## config.mk

```make
export PLATFORM = sky130hd
export DESIGN_NAME = c2tdg_div
export DESIGN_NICKNAME = d
export VERILOG_FILES = /design/src/rtl/core/c2tdg_pkg.sv /design/src/rtl/core/c2tdg_div.sv
export SDC_FILE = /design/constraint.sdc
export NUM_CORES = 1
export LEC_CHECK = 0
export CAP_MARGIN = 0
export CORE_UTILIZATION = 55
export CTS_CLUSTER_SIZE = 28
export DETAILED_ROUTE_END_ITERATION = 6
export DONT_BUFFER_PORTS = 1
export GPL_TIMING_DRIVEN = 0
export PLACE_DENSITY = 0.7
export SLEW_MARGIN = 10
export SYNTH_ARGS = -nofsm -noshare
export SYNTH_HDL_FRONTEND = slang
export SYNTH_SLANG_ARGS = --single-unit
export TNS_END_PERCENT = 50
```

## constraint.sdc

```tcl
create_clock -name clock -period 4.31 [get_ports clock]
set_input_delay 0.6465 -clock clock [delete_from_list [all_inputs] [get_ports clock]]
set_output_delay 0.6465 -clock clock [all_outputs]
set_load 0.005 [all_outputs]
```

## src/rtl/core/c2tdg_pkg.sv

```systemverilog
// Shared constants, types and fixed-point helpers of the chi2 track distance gate.
package c2tdg_pkg;

   localparam int NUM_PARAMS = 5;
   localparam int NUM_COV    = NUM_PARAMS * (NUM_PARAMS + 1) / 2;
   localparam int NUM_ELEMS  = 2 * NUM_PARAMS + NUM_COV;
   localparam int IDX_W      = $clog2(NUM_PARAMS + 1);
   localparam int ADDR_W     = $clog2(NUM_ELEMS);
   localparam int WL_DEPTH   = NUM_PARAMS * NUM_PARAMS;
   localparam int WL_ADDR_W  = $clog2(WL_DEPTH);
   localparam int DIV_STEPS  = 64;

   localparam logic [31:0] CUT_RESET = 32'd1638400000;

   typedef enum logic [4:0] {
      ST_IDLE,
      ST_C_INIT,
      ST_C_LOAD,
      ST_C_RD,
      ST_C_MUL,
      ST_C_SUB,
      ST_C_CHECK,
      ST_L_RD,
      ST_L_DIV,
      ST_L_WAIT,
      ST_Y_RD0,
      ST_Y_RD1,
      ST_Y_DIFF,
      ST_Y_LRD,
      ST_Y_MUL,
      ST_Y_SUB,
      ST_Y_SQ,
      ST_Y_DIV,
      ST_Y_WAIT
   } state_type;

   typedef struct packed {
      logic        start;
      logic [63:0] dividend;
      logic [31:0] divisor;
   } div_req_type;

   typedef struct packed {
      logic        done;
      logic [63:0] quotient;
   } div_rsp_type;

   function automatic logic signed [31:0] sat33(input logic signed [32:0] x);
      logic signed [31:0] r;
      if (x > 33'sh0_7FFF_FFFF)      r = 32'sh7FFF_FFFF;
      else if (x < -33'sh0_8000_0000) r = 32'sh8000_0000;
      else                            r = x[31:0];
      return r;
   endfunction

   // Product scaled back by 2^16, truncated toward zero, saturated.
   function automatic logic signed [31:0] mulq(input logic signed [63:0] p);
      logic signed [63:0] adj;
      logic signed [47:0] q;
      logic signed [31:0] r;
      adj = p + (p[63] ? 64'sd65535 : 64'sd0);
      q   = adj[63:16];
      if (q > 48'sh0000_7FFF_FFFF)       r = 32'sh7FFF_FFFF;
      else if (q < -48'sh0000_8000_0000) r = 32'sh8000_0000;
      else                                r = q[31:0];
      return r;
   endfunction

   function automatic logic [WL_ADDR_W-1:0] wl_addr(input logic [IDX_W-1:0] r,
                                                    input logic [IDX_W-1:0] c);
      logic [WL_ADDR_W+IDX_W-1:0] a;
      a = WL_ADDR_W'(NUM_PARAMS) * r + c;
      return a[WL_ADDR_W-1:0];
   endfunction

   // Upper-triangle slot of covariance element (r, c), r <= c.
   function automatic logic [ADDR_W-1:0] cov_addr(input logic [IDX_W-1:0] r,
                                                  input logic [IDX_W-1:0] c);
      logic [ADDR_W+IDX_W-1:0] rr;
      logic [ADDR_W+IDX_W-1:0] tri_sz;
      logic [ADDR_W+IDX_W-1:0] a;
      rr     = (ADDR_W+IDX_W)'(r);
      tri_sz = (rr * (rr - 1'b1)) >> 1;
      a      = (ADDR_W+IDX_W)'(2 * NUM_PARAMS) + rr * (ADDR_W+IDX_W)'(NUM_PARAMS)
               - tri_sz + (ADDR_W+IDX_W)'(c) - rr;
      return a[ADDR_W-1:0];
   endfunction

endpackage

```

## src/rtl/core/c2tdg_div.sv

```systemverilog
// Restoring radix-2 divider, 64-bit unsigned dividend by 32-bit divisor.
module c2tdg_div (
   input  logic                  clock,
   input  logic                  reset,
   input  c2tdg_pkg::div_req_type req,
   output c2tdg_pkg::div_rsp_type rsp
);

   logic [63:0] quo_ff,  quo_in;
   logic [31:0] rem_ff,  rem_in;
   logic [31:0] dvs_ff,  dvs_in;
   logic [6:0]  cnt_ff,  cnt_in;
   logic        run_ff,  run_in;
   logic        done_ff, done_in;
   logic [32:0] rem_sh;
   logic        qbit;

   always_comb begin
      quo_in  = quo_ff;
      rem_in  = rem_ff;
      dvs_in  = dvs_ff;
      cnt_in  = cnt_ff;
      run_in  = run_ff;
      done_in = 1'b0;
      rem_sh  = {rem_ff, quo_ff[63]};
      qbit    = (rem_sh >= {1'b0, dvs_ff});
      if (req.start) begin
         quo_in = req.dividend;
         rem_in = '0;
         dvs_in = req.divisor;
         cnt_in = '0;
         run_in = 1'b1;
      end else if (run_ff) begin
         rem_in = qbit ? 32'(rem_sh - {1'b0, dvs_ff}) : rem_sh[31:0];
         quo_in = {quo_ff[62:0], qbit};
         cnt_in = cnt_ff + 1'b1;
         if (cnt_ff == 7'(c2tdg_pkg::DIV_STEPS - 1)) begin
            run_in  = 1'b0;
            done_in = 1'b1;
         end
      end
   end

   always_ff @(posedge clock) begin
      quo_ff <= quo_in;
      rem_ff <= rem_in;
      dvs_ff <= dvs_in;
      cnt_ff <= cnt_in;
      if (reset) begin
         run_ff  <= 1'b0;
         done_ff <= 1'b0;
      end else begin
         run_ff  <= run_in;
         done_ff <= done_in;
      end
   end

   assign rsp.done     = done_ff;
   assign rsp.quotient = quo_ff;

endmodule

```

==> results.py, run 1 <==
metrics = {
    "run_status": {
        "status": "complete, no violations",
    },
    "cells_and_area": {
        "layout_common_cells": "edfxtp_1, nand2_1, mux2_2",
        "stdcell_count": 890,
        "final_nets": 835,
        "diodes": 0,
        "final_common_cell": "edfxtp_1",
        "final_layout_size_suffix_gt1_share_pct": 16.7,
        "syn2layout_area_growth_pct": 11.2,
        "fin_util_pct": 62.6,
    },
    "floorplanning": {
        "initial_core_util_pct": 56.3,
        "die-area_um2": 14000,
        "fp.dieH_um": 118,
        "num_io_pins": 164,
        "core_um2": 13200,
        "rows": 42,
        "die_w_um": 118,
    },
    "global_routing": {
        "grt_max_degree": 65,
        "antenna_found_initial": 0,
        "overflow": 0,
        "track_usage_pct": 26.2,
        "grt_pass1_wl_um": 28400,
        "grt_pass1_vias": 5570,
    },
    "synthesis": {
        "netlist_area_um2": 7430,
        "yosysTopAreaCell": "edfxtp_1",
        "ys_warn_count": 0,
        "syn_nets": 816,
        "yosys-top-cells-area": "edfxtp_1, dfxtp_1, mux2_2",
        "synth-seq-cells": 137,
        "synth_cell_types": 65,
        "ys.flop_type": "edfxtp_1",
        "synth_edf_count": 96,
        "seq_area_frac_synth_pct": 49.9,
        "async_flop_share_pct": 0,
        "synth_cells": 683,
        "synth_top_area_share_pct": 38.8,
        "avgSynthCellArea_um2": 10.9,
    },
    "power": {
        "vdd_ir_drop_max_uv": 322,
        "power.density_nw_per_um2": 463,
        "power_mw": 3.82,
        "leakagePower_nw": 3.18,
    },
    "worst_setup_path": {
        "r2r-start": "quo_ff[63]",
        "cp-end-kind": "register",
        "arrival_ns": 3.61,
        "cp-start-kind": "register",
        "path_class": "reg2reg",
        "worstPathMaxFanout": 5,
        "worst-endpoint-required_ns": 4.65,
        "r2r_slack_ns": 1.04,
        "timing.rr.end": "rem_ff[28]",
        "reg2reg_depth": 11,
    },
    "detailed_routing": {
        "vias_per_cell": 6.11,
        "via_count": 5439,
        "drc": 0,
        "drt-total-wl_um": 17800,
        "dr.first_iter.drc_count": 381,
        "wl_per_cell_um": 20.0,
        "postRouteAntennaNets": 0,
        "detail_route.first_pass.iterations": 5,
    },
    "clocking": {
        "cts_root_buf": "clkbuf_16",
        "h-tree-depth": 4,
        "post_cts_buffers": 0,
        "cts_resized": 0,
        "cts_sinks": 137,
        "cts_max_path_buffers": 2,
        "cts_hold_buf": 0,
        "insertion_delay_ns": 0.42,
        "cts_made_buffers": 17,
        "cts.clk_slew.worst_paths_ns": 0.06,
        "cts_tree": "done",
    },
    "sta": {
        "period_needed_ns": 3.27,
        "max_slew.worst_pin.slew_ns": 0.817,
        "max_freq_ghz": 0.306,
        "maxSlewViolCount": 0,
        "maxSlewHeadroom_pct": 45.5,
        "skew_ns": 0.0112,
        "post-route-period-util_pct": 75.9,
        "finalHoldViolations": 0,
        "setup_tns_ns": 0,
        "setup_viol": 0,
        "rsz0062_at_grt": "false",
    },
    "placement": {
        "port_buffers": 0,
        "dp.cells": 859,
        "dp_hpwl_um": 12900,
        "routabilityCongestion": 0.923,
    },
    "hold_path": {
        "hold_path.class": "in2reg",
        "whs_endpoint": "run_ff",
        "hold_depth": 1,
        "holdCritStartpoint": "reset",
    },
    "job": {
        "cap_violations": 0,
    },
}
-- layer usage --
layer  GRT usage, %  vias to the layer above  routed length [um]
met1           31.1                     2616                7320
met4           8.81                        0                 332
met3           9.31                       27                1450
li1               -                     2573                   -
met5              0                        -                   0
met2           44.1                      223                8730
-- how the worst max path moves through the flow --
stage	start	to	depth (start not counted)
CTS	quo_ff[63]	rem_ff[28]	11
global route	quo_ff[63]	rem_ff[26]	11
finish	quo_ff[63]	rem_ff[28]	11
detailed placement	quo_ff[63]	rem_ff[28]	11
global placement	req[96]	quo_ff[49]	4
floorplan	req[96]	quo_ff[0]	4
-- power by group --
part / switching, mW / internal, mW
Sequential: 0.0880 / 1.56
Combinational: 0.412 / 0.284
Clock: 0.569 / 0.915
Total: 1.07 / 2.75
-- critical path: stages (launching register included) --
cell and delay, ns:
edfxtp_1 0.39, inv_1 0.08, ha_1 0.23, fa_1 0.42, nor2b_1 0.18, o31a_1 0.26, a22oi_1 0.17, o211ai_1 0.44
a221oi_2 0.14, o211ai_1 0.29, mux2_2 0.38, a221oi_2 0.20
-- cells by family after synthesis --
group / count (synthesis) / share of synthesized area, %
compound gates: 156 / 14.9
xor+xnor: 24 / 2.83
fa+ha+maj: 34 / 5.83
buf+inv: 78 / 4.50
flops: 137 / 49.9
mux: 70 / 10.6
simple gates: 184 / 11.4
-- flip-flops by register name, summed over array words and instances, names as in the netlist --
register	cells
quo_ff	64
dvs_ff	32
rem_ff	32
cnt_ff	7
done_ff	1
run_ff	1
-- layout make-up --
class                           count  area [um2]
Clock buffer                       19         433
Inverter                           40         150
Multi-Input combinational cell    468        3400
Sequential cell                   137        3700
Tap cell                          176         220
Buffer                             38         184
Fill cell                        1099        4940
Clock inverter                     12         168
-- cells in the mapped netlist (all sizes together) (15+ instances only) --
library cell / n
a21oi: 39
a311oi: 25
clkbuf: 28
dfxtp: 41
edfxtp: 96
ha: 33
inv: 40
mux2: 66
nand2: 68
nand3: 15
nor2: 52
o21ai: 32
-- through the flow --
step	setup slack, ns	instance area [um2]	hold slack [ns]
after CTS	1.06	8250	0.280
after global routing	0.923	8250	0.280
after floorplan	1.36	7430	0.454
after detailed placement	1.09	7650	0.479
after global placement	0.601	7650	0.468
final	1.04	8250	0.295
Power figures use the tool's default switching activity.
==> run 2, diff against run 1 <==
--- a/config.mk
+++ b/config.mk
@@ -11,7 +11,7 @@
 export DETAILED_ROUTE_END_ITERATION = 6
 export DONT_BUFFER_PORTS = 1
 export GPL_TIMING_DRIVEN = 0
-export PLACE_DENSITY = 0.7
+export PLACE_DENSITY = 0.73
 export SLEW_MARGIN = 10
 export SYNTH_ARGS = -nofsm -noshare
 export SYNTH_HDL_FRONTEND = slang
==> constraint.sdc (replaced) <==
create_clock -name clock -period 2.8 [get_ports clock]
set_input_delay 0.42 -clock clock [delete_from_list [all_inputs] [get_ports clock]]
set_output_delay 0.42 -clock clock [all_outputs]
set_load 0.005 [all_outputs]
==> run 2 against run 1 <==
  * The run now ends with negative setup slack left
  * Via count is 3.8% higher
  * Clock power is 55% higher
  * Register-to-register slack worse by 1.2 ns
  * Clock skew is 0.0030 ns lower
  * Global-route usage is 0.065 points higher
  * Worst setup slack worse by 1.2 ns
  * Sequential power is 55% higher
  * Critical path type unchanged
==> results.py, run 2 (synthesis gave the netlist of run 1 again) <==
metrics = {
    "run_status": {
        "status": "complete, but fails checks",
        "violations": "negative setup slack",
    },
    "sta": {
        "period_needed_ns": 2.97,
        "maxSlewHeadroom_pct": 46.2,
        "maxSlewViolCount": 0,
        "finalHoldViolations": 0,
        "fin_ws_ns": -0.172,
        "hold_slack_ns": 0.0674,
        "setup_viol": 4,
        "skew_ns": 0.00822,
        "rsz0062_at_grt": "true",
        "max_slew.worst_pin.slew_ns": 0.808,
        "post-route-period-util_pct": 106,
        "max_freq_ghz": 0.336,
        "setup_tns_ns": -0.446,
    },
    "cells_and_area": {
        "final_layout_size_suffix_gt1_share_pct": 26.2,
        "nFillCells": 997,
        "final_nets": 844,
        "largest_reg_flops": 64,
        "largest_register": "quo_ff",
        "layout_common_cells": "edfxtp_1, nand2_1, mux2_2",
        "diodes": 0,
        "reg_top3": "quo_ff: 64 flops, dvs_ff: 32 flops, rem_ff: 32 flops",
        "fin_area_um2": 8780,
        "final_common_cell": "edfxtp_1",
        "fin_util_pct": 66.5,
        "syn2layout_area_growth_pct": 18.2,
    },
    "placement": {
        "dp_slack_ns": -0.349,
        "port_buffers": 0,
        "dp_hpwl_um": 12700,
        "placed_cell_area_um2": 7650,
        "routabilityCongestion": 0.912,
    },
    "job": {
        "cap_violations": 0,
    },
    "clocking": {
        "cts_max_path_buffers": 2,
        "h-tree-depth": 4,
        "cts_tree": "done",
        "insertion_delay_ns": 0.42,
        "cts_sinks": 137,
        "cts.clk_slew.worst_paths_ns": 0.07,
        "cts_root_buf": "clkbuf_16",
        "cts_made_buffers": 17,
        "cts_hold_buf": 0,
    },
    "worst_setup_path": {
        "worstPathMaxFanout": 3,
        "path_class": "reg2reg",
        "arrival_ns": 3.31,
        "cp-start-kind": "register",
        "worst-endpoint-required_ns": 3.13,
        "cp-end-kind": "register",
    },
    "detailed_routing": {
        "via_count": 5648,
        "postRouteAntennaNets": 0,
        "dr.first_iter.drc_count": 456,
        "wl_per_cell_um": 20.7,
        "detail_route.first_pass.iterations": 5,
        "vias_per_cell": 6.28,
        "drt-total-wl_um": 18600,
        "drc": 0,
    },
    "power": {
        "power.density_nw_per_um2": 698,
        "vdd_ir_drop_max_uv": 567,
        "leakagePower_nw": 3.27,
    },
    "global_routing": {
        "overflow": 0,
        "track_usage_pct": 26.3,
        "grt_pass1_vias": 5680,
        "grt_max_degree": 65,
        "grt_pass1_wl_um": 28500,
        "antenna_found_initial": 0,
    },
    "hold_path": {
        "hold_path.class": "in2reg",
    },
    "floorplanning": {
        "die_w_um": 118,
        "rows": 42,
        "die-area_um2": 14000,
        "num_io_pins": 164,
        "fp.dieH_um": 118,
        "initial_core_util_pct": 56.3,
        "core_um2": 13200,
    },
}
==> run 2: cell count changes in the layout (fill, tap and decap cells not counted), moves of 5 or more <==
cell	delta
ha_1	-20
a311oi_1	-6
inv_8	+5
clkbuf_1	-10
ha_4	+14
a21oi_1	-6
a311oi_2	+6
ha_2	+6
buf_4	+12
==> run 2: final cells by class <==
| type | count | area [um2] | area share [%] |
|---|---|---|---|
| Buffer | 29 | 169 | 1.92 |
| Clock buffer | 17 | 425 | 4.85 |
| Clock inverter | 15 | 180 | 2.05 |
| Inverter | 40 | 150 | 1.71 |
| Multi-Input combinational cell | 469 | 3760 | 42.9 |
| Sequential cell | 137 | 3700 | 42.2 |
| Tap cell | 176 | 220 | 2.51 |
| Timing Repair Buffer | 17 | 165 | 1.88 |
==> run 2: what timing repair did <==
action	CTS	global route
pin swaps	15	16
gates cloned	1	3
setup buffers	10	6
gates resized for setup	21	63
setup endpoints to repair	32	33
==> run 2: critical path, cell delays in order (launching register included) <==
cell      delay (ns)
edfxtp_1        0.40
inv_2           0.08
ha_4            0.17
fa_2            0.41
nor2b_2         0.14
o31a_1          0.24
buf_6           0.14
a221oi_4        0.06
o211ai_1        0.32
buf_4           0.20
a311oi_2        0.10
nor3_1          0.18
o311ai_1        0.17
a311oi_1        0.26
==> run 2: through the flow <==
stage | instances | power, mW
6_report | 900 | 6.12
4_1_cts | 899 | 5.99
3_3_place_gp | 859 | 3.59
2_1_floorplan | 683 | 3.35
3_5_place_dp | 859 | 3.62
5_1_grt | 900 | 6.36
==> run 2: path summary, 6_finish.rpt <==
| kind | startpoint | end | slack [ns] | cells past startpoint |
|---|---|---|---|---|
| worst max-delay path | quo_ff[63] | rem_ff[30] | -0.17 | 13 |
| worst min-delay path | reset | run_ff | 0.07 | 1 |
| worst max register to register | quo_ff[63] | rem_ff[30] | -0.17 | 13 |
| worst min register to register | rem_ff[8] | rem_ff[9] | 0.51 | 2 |
==> run 2: layer usage <==
layer  GRT usage, %  share of wire, %  up-vias  wire [um]
li1               -                 -     2597          -
met1           30.3                40     2752       7480
met2           44.6                49      258       9190
met3           9.51               8.1       41       1510
met4           10.0               2.5        0        459
met5              0                 0        -          0
==> run 2: power by group <==
part | total [mW] | internal [mW] | switching [mW]
Combinational | 1.29 | 0.580 | 0.708
Clock | 2.29 | 1.35 | 0.945
Sequential | 2.54 | 2.39 | 0.149
Total | 6.12 | 4.32 | 1.80
==> run 3, diff against run 2 <==
--- a/config.mk
+++ b/config.mk
@@ -6,6 +6,7 @@
 export NUM_CORES = 1
 export LEC_CHECK = 0
 export CAP_MARGIN = 0
+export CORE_ASPECT_RATIO = 2
 export CORE_UTILIZATION = 55
 export CTS_CLUSTER_SIZE = 28
 export DETAILED_ROUTE_END_ITERATION = 6
==> run 3 against run 2 <==
  * The flow finishes with violations (design-rule violations, negative setup slack)
  * Highest routed layer unchanged
  * Total power rose by 1.6%
  * Final cell count is 1.9% lower
  * Routed wire length up 10%
  * Maximum frequency shrank 0.51%
  * Die area rose by 0.20%
  * Clock skew up 0.0045 ns
  * Non-clock buffer count rose by 8
  * Hold slack lost 0.0095 ns
  * Register-to-register slack lost 0.02 ns
  * Global-route usage up 2.5 points
  * Sequential cell count unchanged
==> results.py, run 3 (synthesis gave the netlist of run 1 again) <==
metrics = {
    "cells_and_area": {
        "final_nets": 851,
        "largest_register": "quo_ff",
        "reg_top3": "quo_ff: 64 flops, dvs_ff: 32 flops, rem_ff: 32 flops",
        "fin_util_pct": 69.0,
        "stdcell_count": 883,
        "largest_reg_flops": 64,
        "final_common_cell": "edfxtp_1",
        "syn2layout_area_growth_pct": 21.4,
        "layout_common_cells": "edfxtp_1, mux2_2, nand2_1",
        "final_layout_size_suffix_gt1_share_pct": 30.8,
        "nFillCells": 936,
        "diodes": 0,
    },
    "floorplanning": {
        "initial_core_util_pct": 56.8,
        "core_um2": 13100,
        "fp.dieH_um": 166,
        "die_w_um": 84.2,
        "die-area_um2": 14000,
        "rows": 59,
        "num_io_pins": 164,
    },
    "clocking": {
        "cts_sinks": 137,
        "cts_tree": "done",
        "cts_made_buffers": 17,
        "cts.clk_slew.worst_paths_ns": 0.07,
        "cts_max_path_buffers": 2,
        "cts_root_buf": "clkbuf_16",
        "insertion_delay_ns": 0.43,
        "h-tree-depth": 4,
    },
    "global_routing": {
        "grt_max_degree": 65,
        "grt_pass1_wl_um": 30900,
        "antenna_found_initial": 0,
        "overflow": 0,
        "grt_pass1_vias": 6134,
        "track_usage_pct": 28.8,
    },
    "power": {
        "vdd_ir_drop_max_uv": 525,
        "leakagePower_nw": 3.39,
        "power_mw": 6.22,
        "power.density_nw_per_um2": 690,
    },
    "detailed_routing": {
        "postRouteAntennaNets": 0,
        "drt-total-wl_um": 20500,
        "detail_route.first_pass.iterations": 7,
        "vias_per_cell": 6.46,
        "wl_met1_um": 6920,
        "wl_met2_um": 11100,
        "met3WireLength_um": 1530,
        "highest_layer": "met4",
        "wl_per_cell_um": 23.2,
        "drc": 4,
        "dr.first_iter.drc_count": 337,
        "via_count": 5702,
    },
    "sta": {
        "max_slew.worst_pin.slew_ns": 0.996,
        "hold_slack_ns": 0.0579,
        "maxSlewViolCount": 0,
        "finalHoldViolations": 0,
        "period_needed_ns": 2.99,
        "rsz0062_at_grt": "true",
        "max_freq_ghz": 0.335,
        "setup_viol": 9,
        "skew_ns": 0.0127,
        "post-route-period-util_pct": 107,
        "fin_ws_ns": -0.187,
        "maxSlewHeadroom_pct": 33.6,
    },
    "worst_setup_path": {
        "worst-endpoint-required_ns": 3.15,
        "cp-start-kind": "register",
        "worstPathMaxFanout": 3,
        "path_class": "reg2reg",
        "arrival_ns": 3.33,
        "cp-end-kind": "register",
        "r2r_slack_ns": -0.19,
    },
    "job": {
        "cap_violations": 0,
    },
    "placement": {
        "dp_slack_ns": -0.474,
        "routabilityCongestion": 0.991,
        "port_buffers": 0,
        "dp.cells": 835,
        "dp_hpwl_um": 13600,
    },
    "run_status": {
        "violations": "design-rule violations, negative setup slack",
        "status": "complete, but fails checks",
    },
    "hold_path": {
        "hold_path.class": "in2reg",
    },
}
run 3: final cells by class:
type	count	area [um2]	share of cell area, %
clock inverter	13	128	1.42
sequential	137	3700	41.1
timing repair buffer	26	319	3.54
tap	152	190	2.11
inverter	40	150	1.67
buffer	28	165	1.83
multi-input combinational	468	3910	43.3
clock buffer	19	454	5.04
run 3: worst max-delay path: stages, from the launching register on:
cell,delay [ns]
edfxtp_1,0.42
inv_2,0.08
ha_4,0.17
fa_2,0.36
nor2b_2,0.16
o31a_1,0.27
a22oi_2,0.13
o211ai_1,0.31
a221oi_2,0.13
o211ai_1,0.32
mux2_4,0.34
a221oi_2,0.20
run 3: what timing repair did:
item / in CTS / in global routing
pin swaps: 18 / 40
gates cloned: 1 / 3
resized for setup: 46 / 82
hold endpoints to repair: 0 / 0
hold buffers: 0 / 0
buffers inserted: 15 / 10
setup endpoints to repair: 33 / 33
run 3: where the power goes:
part	total [mW]	internal [mW]	switching, mW	leakage [nW]
clock	2.22	1.23	0.989	0.285
combinational	1.46	0.657	0.803	1.81
sequential	2.54	2.39	0.149	1.29
total	6.22	4.28	1.94	3.39
run 3: per-stage QoR:
stage | instance area [um2] | setup TNS, ns
CTS | 8580 | -0.641
floorplan | 7430 | 0
global route | 9020 | -2.77
finish | 9020 | -0.473
detailed placement | 7620 | -7.51
global placement | 7620 | -48.88
run 3: final timing paths:
path	from	to	cells past startpoint
min	reset	run_ff	1
max	quo_ff[63]	rem_ff[28]	11
max reg2reg	quo_ff[63]	rem_ff[28]	11
min reg2reg	cnt_ff[6]	cnt_ff[6]	2
run 3: per-layer routing:
metal	vias up	GRT usage (%)
li1	2606	-
met1	2711	27.6
met2	304	54.2
met3	81	7.80
met4	0	16.0
met5	-	0
